`src/design/pps_pkg.sv`:
```
// ----------------------------------------------------------------------------
// pps_pkg
// Shared types and constants for the preemptive priority scheduler.
// ----------------------------------------------------------------------------
package pps_pkg;

  localparam int CMD_W   = 2;
  localparam int SLOT_W  = 4;
  localparam int FIELD_W = 16;
  localparam int TIME_W  = 32;
  localparam int SUM_W   = 40;
  localparam int CNT_CFG_W = 5;

  localparam logic [CMD_W-1:0] CMD_LOAD  = 2'd0;
  localparam logic [CMD_W-1:0] CMD_TICK  = 2'd1;
  localparam logic [CMD_W-1:0] CMD_CLEAR = 2'd2;

  // what the front end makes of an item
  typedef enum logic [1:0] {
    K_NOP   = 2'd0,
    K_LOAD  = 2'd1,
    K_TICK  = 2'd2,
    K_CLEAR = 2'd3
  } kind_t;

  typedef struct packed {
    kind_t              kind;
    logic [SLOT_W-1:0]  slot;
    logic [FIELD_W-1:0] arrival;
    logic [FIELD_W-1:0] burst;
    logic [FIELD_W-1:0] priority_req;
  } qent_t;

  // one task slot as held in the task memory
  typedef struct packed {
    logic [FIELD_W-1:0] arrival;
    logic [FIELD_W-1:0] burst;
    logic [FIELD_W-1:0] prio;
    logic [FIELD_W-1:0] rem;
  } task_ent_t;

  typedef struct packed {
    logic [SLOT_W-1:0] selected;
    logic              idle;
    logic              finished;
    logic [TIME_W-1:0] finish_time;
    logic [TIME_W-1:0] turnaround;
    logic [TIME_W-1:0] waiting;
    logic              all_done;
    logic [SUM_W-1:0]  total_waiting;
    logic [SUM_W-1:0]  total_turnaround;
  } result_t;

  // front end to back end
  typedef struct packed {
    logic  valid;
    qent_t ent;
  } fe_out_t;

endpackage

```
`src/design/pps_front.sv`:
```
// ----------------------------------------------------------------------------
// pps_front
// Accepts items, classifies the command and holds them in a two-entry queue.
// ----------------------------------------------------------------------------
module pps_front import pps_pkg::*; #(
  parameter int MAX_TASKS = 16
) (
  input  logic               clk,
  input  logic               rst_n,
  input  logic               in_valid,
  output logic               in_ready,
  input  logic [CMD_W-1:0]   in_command,
  input  logic [SLOT_W-1:0]  in_slot,
  input  logic [FIELD_W-1:0] in_arrival,
  input  logic [FIELD_W-1:0] in_burst,
  input  logic [FIELD_W-1:0] in_priority_req,
  output fe_out_t            fe_out,
  input  logic               fe_pop
);

  qent_t       q_r [2];
  logic        wr_ptr_r, wr_ptr_nxt;
  logic        rd_ptr_r, rd_ptr_nxt;
  logic [1:0]  count_r, count_nxt;
  logic        push;
  qent_t       ent_in;

  // loads aimed beyond the slots that exist write nothing
  always_comb begin
    ent_in.slot         = in_slot;
    ent_in.arrival      = in_arrival;
    ent_in.burst        = in_burst;
    ent_in.priority_req = in_priority_req;
    case (in_command)
      CMD_LOAD:  ent_in.kind = (32'(in_slot) < 32'(MAX_TASKS)) ? K_LOAD : K_NOP;
      CMD_TICK:  ent_in.kind = K_TICK;
      CMD_CLEAR: ent_in.kind = K_CLEAR;
      default:   ent_in.kind = K_NOP;
    endcase
  end

  assign in_ready     = (count_r != 2'd2);
  assign push         = in_valid && in_ready;
  assign fe_out.valid = (count_r != 2'd0);
  assign fe_out.ent   = q_r[rd_ptr_r];

  always_comb begin
    wr_ptr_nxt = push ? ~wr_ptr_r : wr_ptr_r;
    rd_ptr_nxt = fe_pop ? ~rd_ptr_r : rd_ptr_r;
    count_nxt  = count_r + 2'(push) - 2'(fe_pop);
  end

  always_ff @(posedge clk) begin
    if (!rst_n) begin
      wr_ptr_r <= 1'b0;
      rd_ptr_r <= 1'b0;
      count_r  <= 2'd0;
    end else begin
      wr_ptr_r <= wr_ptr_nxt;
      rd_ptr_r <= rd_ptr_nxt;
      count_r  <= count_nxt;
    end
  end

  always_ff @(posedge clk) begin
    if (push) begin
      q_r[wr_ptr_r] <= ent_in;
    end
  end

endmodule

```
`src/design/pps_exec.sv`:
```
// ----------------------------------------------------------------------------
// pps_exec
// Back end: task memory, slot scan, tick update and result register.
// ----------------------------------------------------------------------------
module pps_exec import pps_pkg::*; #(
  parameter int MAX_TASKS = 16
) (
  input  logic                 clk,
  input  logic                 rst_n,
  input  logic                 cfg_we,
  input  logic [CNT_CFG_W-1:0] cfg_wdata,
  input  fe_out_t              fe_out,
  output logic                 fe_pop,
  output logic                 out_valid,
  input  logic                 out_ready,
  output result_t              out_res
);

  localparam int IDX_W = (MAX_TASKS > 2) ? $clog2(MAX_TASKS) : 1;
  localparam int CNT_W = $clog2(MAX_TASKS + 1);

  typedef enum logic [2:0] {
    ST_IDLE   = 3'b001,
    ST_SCAN   = 3'b010,
    ST_UPDATE = 3'b100
  } state_t;

  state_t               state_r, state_nxt;
  logic [CNT_CFG_W-1:0] task_count_r;
  logic [CNT_W-1:0]     n_use;
  logic [MAX_TASKS-1:0] use_mask;
  logic [MAX_TASKS-1:0] nz_r, nz_nxt;
  logic [TIME_W-1:0]    time_r, time_nxt;
  logic [SUM_W-1:0]     wsum_r, wsum_nxt, tsum_r, tsum_nxt;
  logic [CNT_W-1:0]     scan_idx_r, scan_idx_nxt;
  logic                 chk_valid_r, chk_valid_nxt;
  logic [IDX_W-1:0]     chk_idx_r, chk_idx_nxt;
  logic                 found_r, found_nxt;
  logic [IDX_W-1:0]     best_idx_r, best_idx_nxt;
  task_ent_t            best_r, best_nxt;
  logic                 out_valid_r, out_valid_nxt;
  result_t              res_r, res_nxt;

  task_ent_t            task_mem [MAX_TASKS];
  task_ent_t            rd_data_r;
  logic [IDX_W-1:0]     rd_addr;
  logic                 wr_en;
  logic [IDX_W-1:0]     wr_addr;
  task_ent_t            wr_data;

  logic                 all_done_now;
  logic                 emit;
  logic                 cand;
  logic [TIME_W-1:0]    end_time;
  logic [FIELD_W-1:0]   rem_dec;
  logic [SUM_W:0]       wsum_add, tsum_add;
  logic [SLOT_W-1:0]    r_sel;
  logic                 r_idle, r_fin;
  logic [TIME_W-1:0]    r_ft, r_tat, r_wt;

  assign out_valid = out_valid_r;
  assign out_res   = res_r;

  always_comb begin
    if (32'(task_count_r) > 32'(MAX_TASKS)) begin
      n_use = CNT_W'(MAX_TASKS);
    end else begin
      n_use = CNT_W'(task_count_r);
    end
    for (int k = 0; k < MAX_TASKS; k++) begin
      use_mask[k] = (CNT_W'(k) < n_use);
    end
  end

  assign all_done_now = ~|(nz_r & use_mask);
  assign rd_addr      = scan_idx_r[IDX_W-1:0];
  assign end_time     = time_r + 32'd1;
  assign rem_dec      = best_r.rem - 16'd1;
  assign cand         = chk_valid_r && nz_r[chk_idx_r] &&
                        (32'(rd_data_r.arrival) <= time_r) &&
                        (!found_r || (rd_data_r.prio < best_r.prio));

  always_comb begin
    state_nxt     = state_r;
    nz_nxt        = nz_r;
    time_nxt      = time_r;
    wsum_nxt      = wsum_r;
    tsum_nxt      = tsum_r;
    scan_idx_nxt  = scan_idx_r;
    chk_valid_nxt = 1'b0;
    chk_idx_nxt   = chk_idx_r;
    found_nxt     = found_r;
    best_idx_nxt  = best_idx_r;
    best_nxt      = best_r;
    out_valid_nxt = out_valid_r && !out_ready;
    fe_pop        = 1'b0;
    wr_en         = 1'b0;
    wr_addr       = best_idx_r;
    wr_data       = best_r;
    emit          = 1'b0;
    r_sel         = '0;
    r_idle        = 1'b1;
    r_fin         = 1'b0;
    r_ft          = '0;
    r_tat         = '0;
    r_wt          = '0;
    wsum_add      = '0;
    tsum_add      = '0;

    case (state_r)
      ST_IDLE: begin
        // only take an item once the result register is free for it
        if (fe_out.valid && (!out_valid_r || out_ready)) begin
          fe_pop = 1'b1;
          case (fe_out.ent.kind)
            K_LOAD: begin
              wr_en           = 1'b1;
              wr_addr         = IDX_W'(fe_out.ent.slot);
              wr_data.arrival = fe_out.ent.arrival;
              wr_data.burst   = fe_out.ent.burst;
              wr_data.prio    = fe_out.ent.priority_req;
              wr_data.rem     = fe_out.ent.burst;
              nz_nxt[IDX_W'(fe_out.ent.slot)] = (fe_out.ent.burst != '0);
              emit            = 1'b1;
            end
            K_TICK: begin
              if (all_done_now) begin
                emit = 1'b1;
              end else begin
                state_nxt    = ST_SCAN;
                scan_idx_nxt = '0;
                found_nxt    = 1'b0;
              end
            end
            K_CLEAR: begin
              time_nxt = '0;
              wsum_nxt = '0;
              tsum_nxt = '0;
              emit     = 1'b1;
            end
            default: begin
              emit = 1'b1;
            end
          endcase
        end
      end

      ST_SCAN: begin
        // one slot read per cycle, compared in the next cycle
        if (cand) begin
          found_nxt    = 1'b1;
          best_idx_nxt = chk_idx_r;
          best_nxt     = rd_data_r;
        end
        if (scan_idx_r < n_use) begin
          chk_valid_nxt = 1'b1;
          chk_idx_nxt   = scan_idx_r[IDX_W-1:0];
          scan_idx_nxt  = scan_idx_r + CNT_W'(1);
        end else begin
          state_nxt = ST_UPDATE;
        end
      end

      ST_UPDATE: begin
        if (found_r) begin
          wr_en       = 1'b1;
          wr_addr     = best_idx_r;
          wr_data.rem = rem_dec;
          r_sel       = SLOT_W'(best_idx_r);
          r_idle      = 1'b0;
          if (rem_dec == '0) begin
            nz_nxt[best_idx_r] = 1'b0;
            r_fin    = 1'b1;
            r_ft     = end_time;
            r_tat    = end_time - 32'(best_r.arrival);
            r_wt     = r_tat - 32'(best_r.burst);
            wsum_add = {1'b0, wsum_r} + 41'(r_wt);
            tsum_add = {1'b0, tsum_r} + 41'(r_tat);
            wsum_nxt = wsum_add[SUM_W] ? '1 : wsum_add[SUM_W-1:0];
            tsum_nxt = tsum_add[SUM_W] ? '1 : tsum_add[SUM_W-1:0];
          end
        end
        time_nxt  = end_time;
        emit      = 1'b1;
        state_nxt = ST_IDLE;
      end

      default: begin
        state_nxt = ST_IDLE;
      end
    endcase

    res_nxt = res_r;
    if (emit) begin
      out_valid_nxt            = 1'b1;
      res_nxt.selected         = r_sel;
      res_nxt.idle             = r_idle;
      res_nxt.finished         = r_fin;
      res_nxt.finish_time      = r_ft;
      res_nxt.turnaround       = r_tat;
      res_nxt.waiting          = r_wt;
      res_nxt.all_done         = ~|(nz_nxt & use_mask);
      res_nxt.total_waiting    = wsum_nxt;
      res_nxt.total_turnaround = tsum_nxt;
    end
  end

  always_ff @(posedge clk) begin
    if (!rst_n) begin
      state_r      <= ST_IDLE;
      task_count_r <= CNT_CFG_W'(1);
      nz_r         <= '0;
      time_r       <= '0;
      wsum_r       <= '0;
      tsum_r       <= '0;
      chk_valid_r  <= 1'b0;
      found_r      <= 1'b0;
      out_valid_r  <= 1'b0;
    end else begin
      state_r      <= state_nxt;
      if (cfg_we) begin
        task_count_r <= cfg_wdata;
      end
      nz_r         <= nz_nxt;
      time_r       <= time_nxt;
      wsum_r       <= wsum_nxt;
      tsum_r       <= tsum_nxt;
      chk_valid_r  <= chk_valid_nxt;
      found_r      <= found_nxt;
      out_valid_r  <= out_valid_nxt;
    end
  end

  always_ff @(posedge clk) begin
    scan_idx_r <= scan_idx_nxt;
    chk_idx_r  <= chk_idx_nxt;
    best_idx_r <= best_idx_nxt;
    best_r     <= best_nxt;
    res_r      <= res_nxt;
  end

  // task memory: one write port, one registered read port
  always_ff @(posedge clk) begin
    if (wr_en) begin
      task_mem[wr_addr] <= wr_data;
    end
    rd_data_r <= task_mem[rd_addr];
  end

endmodule

```
`src/design/preemptive_priority_scheduler.sv`:
```
// ----------------------------------------------------------------------------
// preemptive_priority_scheduler
// Priority task scheduler: loads task slots and runs one tick per tick item.
// ----------------------------------------------------------------------------
//  channel   direction  handshake            payload
//  in_*      input      in_valid/in_ready    command, slot, arrival, burst,
//                                            priority_req
//  out_*     output     out_valid/out_ready  selected .. total_turnaround
//  cfg_*     input      cfg_we (no wait)     cfg_wdata = task_count
//
//  Load, clear and no-op items are handled in ST_IDLE; a tick scans the n
//  slots in use one slot per cycle in ST_SCAN, then writes back in ST_UPDATE;
//  a tick with every slot done skips the scan and is answered from ST_IDLE.
//  A two-entry queue keeps accepting items while the back end works or a
//  result waits. Synchronous reset clears time, sums and remaining work;
//  task_count resets to 1.
// ----------------------------------------------------------------------------
module preemptive_priority_scheduler import pps_pkg::*; #(
  parameter int MAX_TASKS = 16
) (
  input  logic                 clk,
  input  logic                 rst_n,
  input  logic                 in_valid,
  output logic                 in_ready,
  input  logic [CMD_W-1:0]     in_command,
  input  logic [SLOT_W-1:0]    in_slot,
  input  logic [FIELD_W-1:0]   in_arrival,
  input  logic [FIELD_W-1:0]   in_burst,
  input  logic [FIELD_W-1:0]   in_priority_req,
  output logic                 out_valid,
  input  logic                 out_ready,
  output logic [SLOT_W-1:0]    out_selected,
  output logic                 out_idle,
  output logic                 out_finished,
  output logic [TIME_W-1:0]    out_finish_time,
  output logic [TIME_W-1:0]    out_turnaround,
  output logic [TIME_W-1:0]    out_waiting,
  output logic                 out_all_done,
  output logic [SUM_W-1:0]     out_total_waiting,
  output logic [SUM_W-1:0]     out_total_turnaround,
  input  logic                 cfg_we,
  input  logic [CNT_CFG_W-1:0] cfg_wdata
);

  fe_out_t fe_out;
  logic    fe_pop;
  result_t res;

  pps_front #(
    .MAX_TASKS (MAX_TASKS)
  ) u_front (
    .clk             (clk),
    .rst_n           (rst_n),
    .in_valid        (in_valid),
    .in_ready        (in_ready),
    .in_command      (in_command),
    .in_slot         (in_slot),
    .in_arrival      (in_arrival),
    .in_burst        (in_burst),
    .in_priority_req (in_priority_req),
    .fe_out          (fe_out),
    .fe_pop          (fe_pop)
  );

  pps_exec #(
    .MAX_TASKS (MAX_TASKS)
  ) u_exec (
    .clk       (clk),
    .rst_n     (rst_n),
    .cfg_we    (cfg_we),
    .cfg_wdata (cfg_wdata),
    .fe_out    (fe_out),
    .fe_pop    (fe_pop),
    .out_valid (out_valid),
    .out_ready (out_ready),
    .out_res   (res)
  );

  assign out_selected         = res.selected;
  assign out_idle             = res.idle;
  assign out_finished         = res.finished;
  assign out_finish_time      = res.finish_time;
  assign out_turnaround       = res.turnaround;
  assign out_waiting          = res.waiting;
  assign out_all_done         = res.all_done;
  assign out_total_waiting    = res.total_waiting;
  assign out_total_turnaround = res.total_turnaround;

`ifndef SYNTHESIS
  // an idle result never reports a completion or a slot
  a_idle_clean: assert property (@(posedge clk) disable iff (!rst_n)
    (out_valid && out_idle) |-> (!out_finished && (out_selected == '0)))
    else $error("idle result carries a slot or a completion");

  // back end pops only what the queue holds
  a_pop_valid: assert property (@(posedge clk) disable iff (!rst_n)
    fe_pop |-> fe_out.valid)
    else $error("pop from an empty queue");

  // a full queue means the back end has work waiting
  a_full_pending: assert property (@(posedge clk) disable iff (!rst_n)
    !in_ready |-> fe_out.valid)
    else $error("input stalled with nothing queued");
`endif

endmodule

```
`config.mk`:
```
export PLATFORM = sky130hd
export DESIGN_NAME = preemptive_priority_scheduler
export DESIGN_NICKNAME = d
export VERILOG_FILES = /design/src/design/pps_pkg.sv /design/src/design/pps_front.sv /design/src/design/pps_exec.sv /design/src/design/preemptive_priority_scheduler.sv
export SDC_FILE = /design/constraint.sdc
export NUM_CORES = 2
export LEC_CHECK = 0
export BUFFER_PORTS_ARGS = -buffer_cell sky130_fd_sc_hd__buf_2
export CAP_MARGIN = 20
export CORE_MARGIN = 3
export CORE_UTILIZATION = 50
export CTS_CLUSTER_SIZE = 16
export DETAILED_ROUTE_END_ITERATION = 10
export PLACE_DENSITY = 0.67
export SETUP_SLACK_MARGIN = 0.15
export SKIP_LAST_GASP = 1
export SLEW_MARGIN = 40
export SYNTH_ARGS = -nofsm -noshare
export SYNTH_HDL_FRONTEND = slang
export SYNTH_SLANG_ARGS = --single-unit
```
`constraint.sdc`:
```
create_clock -name clk -period 59.2 [get_ports clk]
set_clock_uncertainty 0.1 [all_clocks]
set_input_delay 2.96 -clock clk [delete_from_list [all_inputs] [get_ports clk]]
set_output_delay 2.96 -clock clk [all_outputs]
set_load 0.02 [all_outputs]
```
==> impl_metrics.py <==
metrics = {
    "run_status": {
        "status": "finished, final reports clean",
    },
    "floorplanning": {
        "die_h_um": 375,
        "die_w_um": 375,
        "core_area_mm2": 0.134,
        "start_util_pct": 50.7,
        "rows": 134,
        "die-area_mm2": 0.141,
        "ios": 249,
    },
    "critical_path": {
        "critPathArrivalTime_ps": 9110,
        "path_class": "flop to flop",
        "critPathCaptureType": "flop",
        "reg2reg_depth": 29,
        "cpMaxStageDelayCell": "nand2_1",
        "r2r-end": "u_exec.out_res[65]$_DFFE_PP_",
        "slowest_delay_ps": 650,
        "cp-start-kind": "flop",
        "crit_required_ps": 59650,
        "cpMostUsedCell": "a21o_1",
        "rr_startpoint": "u_exec.time_r[0]$_SDFFE_PN0P_",
        "worstSetupStartpoint": "u_exec.time_r[0]$_SDFFE_PN0P_",
        "crit_fanout": 18,
        "reg2reg_slack_ps": 50540,
    },
    "route": {
        "vias": 40500,
        "drc_errors": 0,
        "wire_per_inst_um": 27.1,
        "vias_per_cell": 6.12,
        "drt-pass1-iter-count": 8,
        "wirelength_um": 179000,
        "first_iter_violations": 4418,
        "ant_nets": 0,
    },
    "yosys": {
        "ys.flop_type": "edfxtp_1",
        "avgSynthCellArea_um2": 15.6,
        "synth-seq-area-share_pct": 67.5,
        "async_flop_share_pct": 0,
        "yosysUniqueCellTypes": 89,
        "synth_area_mm2": 0.0680,
        "postSynthRegisterBits": 1600,
        "syn-num-nets": 4570,
        "yosysWarnings": 0,
        "syn_inst": 4362,
        "synth-edff-count": 1392,
    },
    "clock_tree": {
        "ctsHoldBuffers": 0,
        "cts_root_buffer": "clkbuf_16",
        "clockBufferDepth": 3,
        "postCtsResizedCells": 0,
        "post_cts_buffers": 0,
        "path_clk_slew_ps": 60,
        "cts_sinks": 1600,
        "h-tree-depth": 4,
        "worst_skew_pair.late_latency_ps": 810,
        "cts_tree": "done",
        "numCtsBuffers": 163,
    },
    "grt": {
        "grt_pass1_vias": 39800,
        "grt_pass1_wl_um": 264000,
        "antenna_found_initial": 10,
        "grtUsageTotal_pct": 25.4,
        "grt_max_degree": 92,
        "overflow": 0,
    },
    "hold_path": {
        "min-delay-start": "u_exec.rd_data_r[35]$_DFF_P_",
        "min_path_type": "flop to flop",
        "worstHoldEndpoint": "u_exec.best_r[35]$_DFFE_PP_",
        "hold_depth": 0,
    },
    "place": {
        "portBuffers": 248,
        "dpl-instance-area_mm2": 0.0722,
        "dp_hpwl_um": 109000,
        "place_congestion": 0.957,
    },
    "pwr": {
        "clockPowerShare_pct": 38.4,
        "p_sw_share_pct": 25.4,
        "leakagePower_nw": 26.9,
        "pwr-share-seq_pct": 50.6,
        "comb_power_share_pct": 11.0,
        "p_sw_w": 0.000694,
        "p_int_w": 0.00203,
        "ir_drop_v": 0.0000339,
        "power_density_mw_per_mm2": 35.1,
    },
    "layout": {
        "fin_area_mm2": 0.0777,
        "fill_cells": 10200,
        "drive_gt1_share_pct": 21.4,
        "nets": 4907,
        "area_growth_pct": 14.2,
    },
    "sta": {
        "max_clock_freq_ghz": 0.115,
        "fin_crit_sh_pct": 14.6,
        "maxSlewViolCount": 0,
        "rsz0062_at_grt": "false",
        "post-route-min-period_ps": 8660,
        "finalHoldViolCount": 0,
        "relSlewSlack_pct": 41.9,
        "worst_pin_slew_ps": 871,
        "setup_violations": 0,
        "setup_tns_ps": 0,
    },
    "run": {
        "maxCapViolCount": 0,
    },
}
==> cell usage after synthesis (all sizes together) (12+ instances only) <==
cell    instances  area share (%)
a211oi         33            0.36
clkbuf        165            0.91
mux4          325              11
dfxtp         208             6.1
nor4           34            0.37
xor2           39            0.50
edfxtp       1392              61
nor3           96            0.72
or3            20            0.18
xnor2         101             1.3
inv           151            0.83
nand3          73            0.54
a21oi         197             1.4
o311ai         13            0.17
o21a           28            0.31
a31oi          48            0.44
o21ai         158             1.2
nor2          283             1.6
o21bai         21            0.23
nor2b          28            0.26
nand2         215             1.2
nand2b         20            0.18
o211ai         19            0.21
ha            140             2.6
a21o           66            0.73
nand4          32            0.31
o31ai          12            0.13
and3           45            0.41
mux2i          67            0.99
and2           97            0.89
and4           13            0.17
buf            44            0.27
==> critical path: cells and delay by family, from the launching register on <==
kind / cells / cell delay, ps
buf+inv: 1 / 80
fa+ha+maj: 4 / 1450
flops: 1 / 520
compound gates: 15 / 3790
simple gates: 7 / 1950
xor+xnor: 2 / 510
==> worst max-delay path by stage <==
stage / end / slack [ps]
floorplan: u_exec.out_res[0]$_DFFE_PP_ / 36460
global placement: u_exec.out_res[44]$_DFFE_PP_ / 50510
detailed placement: u_exec.out_res[65]$_DFFE_PP_ / 50660
CTS: u_exec.out_res[65]$_DFFE_PP_ / 50640
global route: u_exec.out_res[65]$_DFFE_PP_ / 49910
finish: u_exec.out_res[65]$_DFFE_PP_ / 50540
==> layer usage <==
metal / vias to the layer above / GRT usage [%] / share of wire, %
met5: - / 0 / 0.0084
met1: 20600 / 34.4 / 41
met2: 1746 / 42.0 / 49
met3: 305 / 4.54 / 7.5
li1: 17800 / - / -
met4: 2 / 8.42 / 3.2
==> final cells by class <==
cell class | instances | area, um^2 | area share, %
well taps | 1768 | 2210 | 2.85
diodes | 5 | 12.5 | 0.0161
flip-flops and latches | 1600 | 46000 | 59.1
clock buffers | 226 | 4560 | 5.87
repair buffers | 381 | 2460 | 3.17
clock inverters | 77 | 946 | 1.22
inverters | 152 | 571 | 0.734
multi-input cells | 2401 | 21000 | 27.0
==> metrics by stage <==
| step | power, W | setup slack (ps) | cells | utilization [%] | hold WS, ps |
|---|---|---|---|---|---|
| after global routing | 0.00282 | 49910 | 6606 | 57.9 | 311 |
| after global placement | 0.00170 | 50510 | 6290 | 53.5 | 286 |
| final | 0.00273 | 50540 | 6610 | 57.9 | 300 |
| after detailed placement | 0.00171 | 50660 | 6300 | 53.7 | 289 |
| after floorplan | 0.00160 | 36460 | 4362 | - | 286 |
| after CTS | 0.00275 | 50640 | 6603 | 57.8 | 300 |
==> layout by cell type (no fill, tap or decap), drive strengths merged, types with 21 or more instances in the layout <==
master and instances:
nand4 32, nand2 215, dfxtp 208, nor2b 28
clkbuf 226, ha 140, o21a 28, mux2i 67
xor2 39, edfxtp 1392, and2 97, a21oi 197
nor3 96, nor2 283, a211oi 33, a31oi 48
o21ai 158, o21bai 21, mux4 325, nand3 73
clkinv 51, nor4 34, xnor2 101, a21o 66
inv 158, and3 45, buf 381
==> registers in the layout, indices dropped and copies added, names as in the netlist, 32 cells and up, named ones only <==
| signal | flops |
|---|---|
| u_front.q_r | 108 |
| u_exec.out_res | 183 |
| u_exec.tsum_r | 40 |
| u_exec.best_r | 64 |
| u_exec.rd_data_r | 64 |
| u_exec.time_r | 32 |
| u_exec.task_mem | 1024 |
| u_exec.wsum_r | 40 |
==> cells by family (layout without fill, tap and decap cells) <==
group	count (synthesis)	count (layout)	synth area share [%]
buffers and inverters	361	836	2.02
multiplexers	395	395	11.8
other	0	5	0
XOR/XNOR	140	140	1.80
adder cells (fa/ha/maj)	145	145	2.71
AND/OR/NAND/NOR	998	998	7.28
flip-flops	1600	1600	67.5
AO/OA/AOI/OAI	723	723	6.85
==> power by group through the flow <==
stage | sequential [W] | clock (W) | combinational, W
after floorplan | 0.00149 | 0 | 0.000112
after global placement | 0.00140 | 0 | 0.000295
after detailed placement | 0.00141 | 0 | 0.000303
after CTS | 0.00138 | 0.00107 | 0.000304
after global routing | 0.00139 | 0.00111 | 0.000321
final | 0.00138 | 0.00105 | 0.000300
Note: power is estimated with default switching activity, not from simulation.
